### config.mk
export PLATFORM = sky130hd
export DESIGN_NAME = lcs_cell_unit
export DESIGN_NICKNAME = d
export VERILOG_FILES = /design/src/design/lcs_cell_unit.sv
export SDC_FILE = /design/constraint.sdc
export NUM_CORES = 1
export LEC_CHECK = 0
export BUFFER_PORTS_ARGS = -buffer_cell sky130_fd_sc_hd__buf_4
export CORE_MARGIN = 3
export CORE_UTILIZATION = 25
export DETAILED_ROUTE_END_ITERATION = 6
export PLACE_DENSITY = 0.71
export SLEW_MARGIN = 20
export SYNTH_ARGS = -nofsm -noshare
export SYNTH_HDL_FRONTEND = slang
export SYNTH_SLANG_ARGS = --single-unit
### constraint.sdc
create_clock -name vclk -period 2.1
set_input_delay 0.42 -clock vclk [all_inputs]
set_output_delay 0.42 -clock vclk [all_outputs]
set_load 0.1 [all_outputs]
### src/design/lcs_cell_unit.sv
module lcs_cell_unit #(
  parameter int SW = 16,
  parameter int VW = 6
) (
  input  logic [SW-1:0] a_i,
  input  logic [SW-1:0] b_i,
  input  logic [VW-1:0] up_i,
  input  logic [VW-1:0] left_i,
  input  logic [VW-1:0] diag_i,
  input  logic [VW-1:0] cell_i,
  input  logic [VW-1:0] level_i,
  output logic [VW-1:0] value_o,
  output logic          hit_o
);

  logic match;

  // element compare shared by fill and traceback
  assign match = (a_i == b_i);

  // table recurrence: diagonal plus one on a match, else larger neighbor
  always_comb begin
    if (match) begin
      value_o = diag_i + VW'(1);
    end else if (up_i > left_i) begin
      value_o = up_i;
    end else begin
      value_o = left_i;
    end
  end

  // traceback hit: cell at the wanted level on matching elements
  assign hit_o = match && (cell_i == level_i);

endmodule

==> Word level (Yosys, flattened, before mapping) <==
Index checks and enable logic that the tools add are counted.
{ "word_totals": {"regBits": 0, "inputBits": 62, "output_inout_bits": 7, "elab_cells": 7} }
{ "op_classes": {"addsub": 1, "magnitude_cmp": 1, "n_eq_ne": 2, "mux": 2, "reduce_logical": 1} }
{ "op_table": {"columns": ["op", "count"], "rows": [
  ["16-bit == test", 1],
  ["6-bit 2-to-1 mux", 2],
  ["6-bit by 1-bit adder with 6-bit output (second input constant)", 1],
  ["6-bit == test", 1],
  ["6-bit greater-than comparator", 1],
  ["1-bit logical AND", 1]
]} }

==> Depth between registers and ports, before layout <==
Gate-level depths: netlist (run 1).
{ "depth": {"ltp_word": 3, "ltp_mapped": 8, "depth_no_buf": 7} }

==> Worst setup path after synthesis (run 1) <==
OpenSTA, ideal clock, no wires.
{ "synth_timing": {"path_kind": "input to output", "startpoint": "input left_i[3]", "endpoint": "output value_o[2]", "t_arrival_ps": 3097, "setup_slack_ps": -1417, "stages": 8, "n_path_buf": 1, "cell_sequence": "inv_1 ha_1 and4_1 and3_1 buf_2 a21oi_2 a22oi_1 a22oi_1"} }
{ "synth_between": {"elab_chain_len": 3} }
{ "synth_rtl": {"columns": ["item", "line", "text"], "rows": [
  ["start: declaration", "8", "input logic [VW-1:0] left_i,"],
  ["6-bit greater-than comparator", "25", "end else if (up_i > left_i) begin"],
  ["6-bit 2-to-1 mux", "25", null],
  ["6-bit 2-to-1 mux", "23", "if (match) begin"],
  ["end: declaration", "12", "output logic [VW-1:0] value_o,"]
]} }
No other way between the ends.

==> Worst setup path after layout (run 1) <==
{ "layout_timing": {"startpoint": "input left_i[3]", "endpoint": "output value_o[1]"} }
Same word-level chain as after synthesis.

==> results of run 1 <==
## layout make-up
class | count | area share
inverter | 6 | 0.0163
tap | 28 | 0.0190
multi-input combinational | 73 | 0.472
timing repair buffer | 98 | 0.493
## metrics by stage
stage                     power (mW)  cell area, um2  cells  hold slack [ps]
after floorplan                0.258             773     81             1140
after global placement         0.436            1480    200             1230
after detailed placement       0.443            1480    200             1240
after CTS                      0.509            1680    203             1200
after global routing           0.597            1840    205             1230
final                          0.569            1840    205             1220
## layer usage
metal,routed length [um],share of wire,up-vias,GRT usage
li1,-,-,507,-
met1,1090,0.33,480,0.187
met2,1870,0.56,60,0.370
met3,264,0.079,8,0.0226
met4,97,0.029,0,0.0563
met5,0,0,-,0
## layout by cell type (no fill, tap or decap), types with 3 or more instances in the layout
master,instances
xor2_1,7
a22oi_2,10
buf_12,7
inv_4,3
buf_4,69
xnor2_1,10
buf_6,19
xnor2_2,9
ha_4,4
nand4_1,4
a221oi_2,4
ha_1,3
## critical path: cells and delay by family
| kind | cells | cell delay (ps) |
|---|---|---|
| buffers and inverters | 5 | 620 |
| AO/OA/AOI/OAI | 3 | 500 |
| AND/OR/NAND/NOR | 2 | 380 |
| adder cells (fa/ha/maj) | 1 | 190 |
## power by group
part | switching, mW | total, mW | internal [mW]
clock | 0 | 0 | 0
combinational | 0.286 | 0.569 | 0.283
sequential | 0 | 0 | 0
## cell families (layout without fill, tap and decap cells)
logic type	Yosys count	in the layout	share of synthesized area
AO/OA/AOI/OAI	23	23	0.265
AND/OR/NAND/NOR	17	17	0.196
XOR/XNOR	26	26	0.347
buffers and inverters	8	104	0.0590
adder cells (fa/ha/maj)	7	7	0.133
## how the worst max path moves through the flow
stage                     cells past startpoint          to
after floorplan                               8  value_o[2]
after CTS                                    10  value_o[3]
after global placement                       10  value_o[4]
after detailed placement                     10  value_o[4]
final                                        11  value_o[1]
after global routing                         10  value_o[1]
## synthesized netlist by cell type
master    number  share of area
xnor2_1       19           0.25
a22oi_1       11           0.13
ha_1           7           0.13
xor2_1         7          0.093
a221oi_1       6          0.080
inv_1          6          0.034
nand4_1        4          0.038
a21oi_1        3          0.023
and4_1         2          0.027
nand2_1        2          0.011
nand3_1        2          0.015
nor2b_1        2          0.019
a21oi_2        1          0.013
and3_1         1         0.0095
buf_2          1         0.0076
buf_6          1          0.017
nor3_4         1          0.025
nor4_1         1         0.0095
nor4_4         1          0.032
o211a_1        1          0.015
o21ai_0        1         0.0076
or2_2          1         0.0095
## timing repair
item	4_1_cts	5_1_grt
cloned	1	0
resized for setup	42	31
pin swaps	20	21
setup buffers	3	2
setup endpoints to repair	7	7
==> impl_metrics.env, run 1 <==
export IMPL_fin_nets=248
export IMPL_cp_data_required_time_ps=1680
export IMPL_rsz0062_at_grt="yes"
export IMPL_via_per_inst=5.15
export IMPL_grt_ovfl_total=0
export IMPL_hold_start="diag_i[0]"
export IMPL_outcome="finished with violations"
export IMPL_grt_pass1_vias=1102
export IMPL_path_class="primary input to primary output"
export IMPL_area_growth_pct=180
export IMPL_whs_endpoint="value_o[0]"
export IMPL_drt_iter0_drc=23
export IMPL_fmax_ghz=0.396
export IMPL_grtUsageTotal=0.182
export IMPL_cp_max_fo=6
export IMPL_fin_util=0.787
export IMPL_port_buffers=69
export IMPL_drive_gt1_frac=0.797
export IMPL_gp_congestion=0.819
export IMPL_grt_pass1_wl_um=4820
export IMPL_drt_total_wl_um=3330
export IMPL_violations="setup timing"
export IMPL_initial_core_util=0.281
export IMPL_ios=69
export IMPL_cap_violations=0
export IMPL_startpoint_type="primary input"
export IMPL_crit_path_top_delay_cell="a21oi_4"
export IMPL_dpl_hpwl_um=2390
export IMPL_drt_wirelength_per_cell_um=16.2
export IMPL_fp_dieW_um=57.3
export IMPL_yosysWarnings=0
export IMPL_syn_nets=150
export IMPL_ctsHoldBuffers=0
export IMPL_final_seq_area_um2=0
export IMPL_synth_seq_area_share=0
export IMPL_arrival_ps=2100
export IMPL_grt_max_degree=7
export IMPL_dieArea_mm2=0.00328
export IMPL_seq_cell_count=0
export IMPL_antenna_left=0
export IMPL_holdPathStages=3
export IMPL_finalSetupTns_ps=-2450
export IMPL_synthCells=81
export IMPL_antenna_found_initial=0
export IMPL_critPathLaunch="left_i[3]"
export IMPL_vias=1055
export IMPL_hp_class="primary input to primary output"
export IMPL_slew_viol_final=0
export IMPL_layout_min_cycle_time_ps=2520
export IMPL_worst_path_largest_cell_delay_ps=240
export IMPL_antenna_cells=0
export IMPL_avgSynthCellArea_um2=8.11
export IMPL_final_period_utilization=1.20
export IMPL_path_cells="buf_8, inv_4, ha_4, and4_4, and3_4, buf_6, a21oi_4, buf_6, a22oi_2, a21oi_4, buf_12"
export IMPL_leakage_nw=0.847
export IMPL_tightestPinTransition_ps=404
export IMPL_core_mm2=0.00234
export IMPL_first_pass_iters=4
export IMPL_hold_violations=0
export IMPL_fillers=148
export IMPL_num_clock_buffers=0
export IMPL_ir_drop_mv=0.262
export IMPL_fin_ws_ps=-424
export IMPL_multi_input_area_um2=868
export IMPL_syn_cell_area_um2=657
export IMPL_die_h_um=57.3
export IMPL_critPathCaptureType="primary output"
export IMPL_powerDensity_mw_per_mm2=309
export IMPL_setup_violations=7
export IMPL_rows=17
export IMPL_drc=0
export IMPL_synth_cell_types=22
export IMPL_place_ws_ps=-505
export IMPL_slew_headroom=0.731
No activity file was read; power rests on OpenSTA's default activity.
==> inputs of run 2 (changes only) <==
--- a/config.mk
+++ b/config.mk
@@ -6,6 +6,7 @@
 export NUM_CORES = 1
 export LEC_CHECK = 0
 export BUFFER_PORTS_ARGS = -buffer_cell sky130_fd_sc_hd__buf_4
+export CORE_ASPECT_RATIO = 0.8
 export CORE_MARGIN = 3
 export CORE_UTILIZATION = 25
 export DETAILED_ROUTE_END_ITERATION = 6
==> run 2 against run 1 <==
Against the previous run: the run still ends with setup timing left; critical path depth fell by 1; maximum frequency up 1.0%; sequential share of layout area unchanged; largest cell class is now multi-input gates; critical endpoint is now value_o[5]; count of clock-buffer cells in the layout is the same; final cell count increased by 1.5%; flip-flop and latch count is the same.
==> impl_metrics.env, run 2 (synthesis gave the netlist of run 1 again) <==
export IMPL_fillers=161
export IMPL_layout_min_cycle_time_ps=2500
export IMPL_initial_core_util=0.282
export IMPL_place_ws_ps=-536
export IMPL_highest_layer="met4"
export IMPL_dpl_hpwl_um=2340
export IMPL_core_mm2=0.00233
export IMPL_hold_violations=0
export IMPL_grt_pass1_wl_um=5160
export IMPL_port_buffers=69
export IMPL_ios=69
export IMPL_fin_ws_ps=-399
export IMPL_via_per_inst=4.93
export IMPL_seq_cell_count=0
export IMPL_switching_share=0.508
export IMPL_final_cell_mix="65 x buf_4, 22 x buf_6, 12 x xnor2_1, 8 x a22oi_2"
export IMPL_gp_congestion=0.777
export IMPL_internal_power_mw=0.273
export IMPL_grtUsageTotal=0.195
export IMPL_drive_gt1_frac=0.776
export IMPL_final_seq_area_um2=0
export IMPL_fmax_ghz=0.400
export IMPL_powerDensity_mw_per_mm2=303
export IMPL_drt_met1_wl_um=1190
export IMPL_antenna_left=0
export IMPL_finalInstanceArea_mm2=0.00183
export IMPL_tightestPinTransition_ps=447
export IMPL_slew_viol_final=0
export IMPL_setup_violations=7
export IMPL_arrival_ps=2080
export IMPL_rows=15
export IMPL_drt_total_wl_um=3270
export IMPL_dieArea_mm2=0.00328
export IMPL_first_pass_iters=4
export IMPL_hold_ws_ps=1200
export IMPL_cap_violations=0
export IMPL_clock_power_share=0
export IMPL_area_growth_pct=179
export IMPL_fin_nets=245
export IMPL_grt_ovfl_total=0
export IMPL_antenna_cells=0
export IMPL_slew_headroom=0.702
export IMPL_violations="setup timing"
export IMPL_final_common_cell="buf_4"
export IMPL_startpoint_type="primary input"
export IMPL_drt_wirelength_per_cell_um=15.7
export IMPL_hp_class="primary input to primary output"
export IMPL_dpl_cell_area_mm2=0.00148
export IMPL_grt_pass1_vias=1170
export IMPL_vias=1026
export IMPL_ir_drop_mv=0.208
export IMPL_rsz0062_at_grt="yes"
export IMPL_leakage_nw=0.818
export IMPL_final_period_utilization=1.19
export IMPL_wl_met3_um=192
export IMPL_fp_dieW_um=63.3
export IMPL_critPathCaptureType="primary output"
export IMPL_cp_max_fo=4
export IMPL_dr_wl_met2_um=1830
export IMPL_grt_max_degree=7
export IMPL_drt_iter0_drc=18
export IMPL_pwr_share_seq=0
export IMPL_switching_power_mw=0.282
export IMPL_path_class="primary input to primary output"
export IMPL_multi_input_area_um2=882
export IMPL_finalPower_mw=0.555
export IMPL_die_h_um=51.8
export IMPL_cp_data_required_time_ps=1680
export IMPL_fin_util=0.788
export IMPL_drc=0
export IMPL_antenna_found_initial=0
export IMPL_outcome="finished with violations"
export IMPL_combPwrFrac=1.000
export IMPL_num_clock_buffers=0
export IMPL_ctsHoldBuffers=0
==> run 2: cell count changes in the layout (fill, tap and decap cells not counted), moves of 2 or more <==
cell / delta
buf_4: -4
xnor2_2: -2
xnor2_1: +2
a22oi_2: -2
a22oi_1: +2
buf_6: +3
buf_12: -2
a221oi_4: +2
==> run 2: critical path: stages <==
cell	delay [ps]
buf_8	80
inv_4	30
ha_4	260
and4_4	260
and3_4	220
nor3_4	50
buf_6	150
a221oi_1	300
a22oi_2	100
buf_6	200
==> run 2: what timing repair did <==
item / CTS / global route
pin swaps: 21 / 10
gates cloned: 1 / 0
setup endpoints to repair: 7 / 7
gates resized for setup: 62 / 7
buffers inserted: 2 / 1
==> run 2: stage by stage <==
stage | instances | TNS, ps
after floorplan | 81 | -3980
after global placement | 204 | -2850
after detailed placement | 204 | -3150
after CTS | 207 | -2050
after global routing | 208 | -2790
final | 208 | -2440
==> run 2: power groups by stage <==
stage	Combinational (mW)	Sequential (mW)	Clock (mW)
after floorplan	0.258	0	0
final	0.555	0	0
after CTS	0.521	0	0
after detailed placement	0.439	0	0
after global routing	0.582	0	0
after global placement	0.432	0	0
==> run 2: cell type report <==
class              instances  area share
well taps                 34      0.0232
multi-input cells         73       0.481
repair buffers            95       0.481
inverters                  6      0.0150
==> run 2: final timing paths <==
check / slack (ps) / to / from / cells after the start
setup / recovery: -400 / value_o[5] / left_i[4] / 10
hold / removal: 1200 / value_o[0] / diag_i[0] / 3
==> run 2: layer usage <==
| metal | vias to the layer above | GRT usage |
|---|---|---|
| met5 | - | 0 |
| met1 | 473 | 0.207 |
| met2 | 44 | 0.401 |
| met4 | 0 | 0.0573 |
| met3 | 6 | 0.0281 |
| li1 | 503 | - |
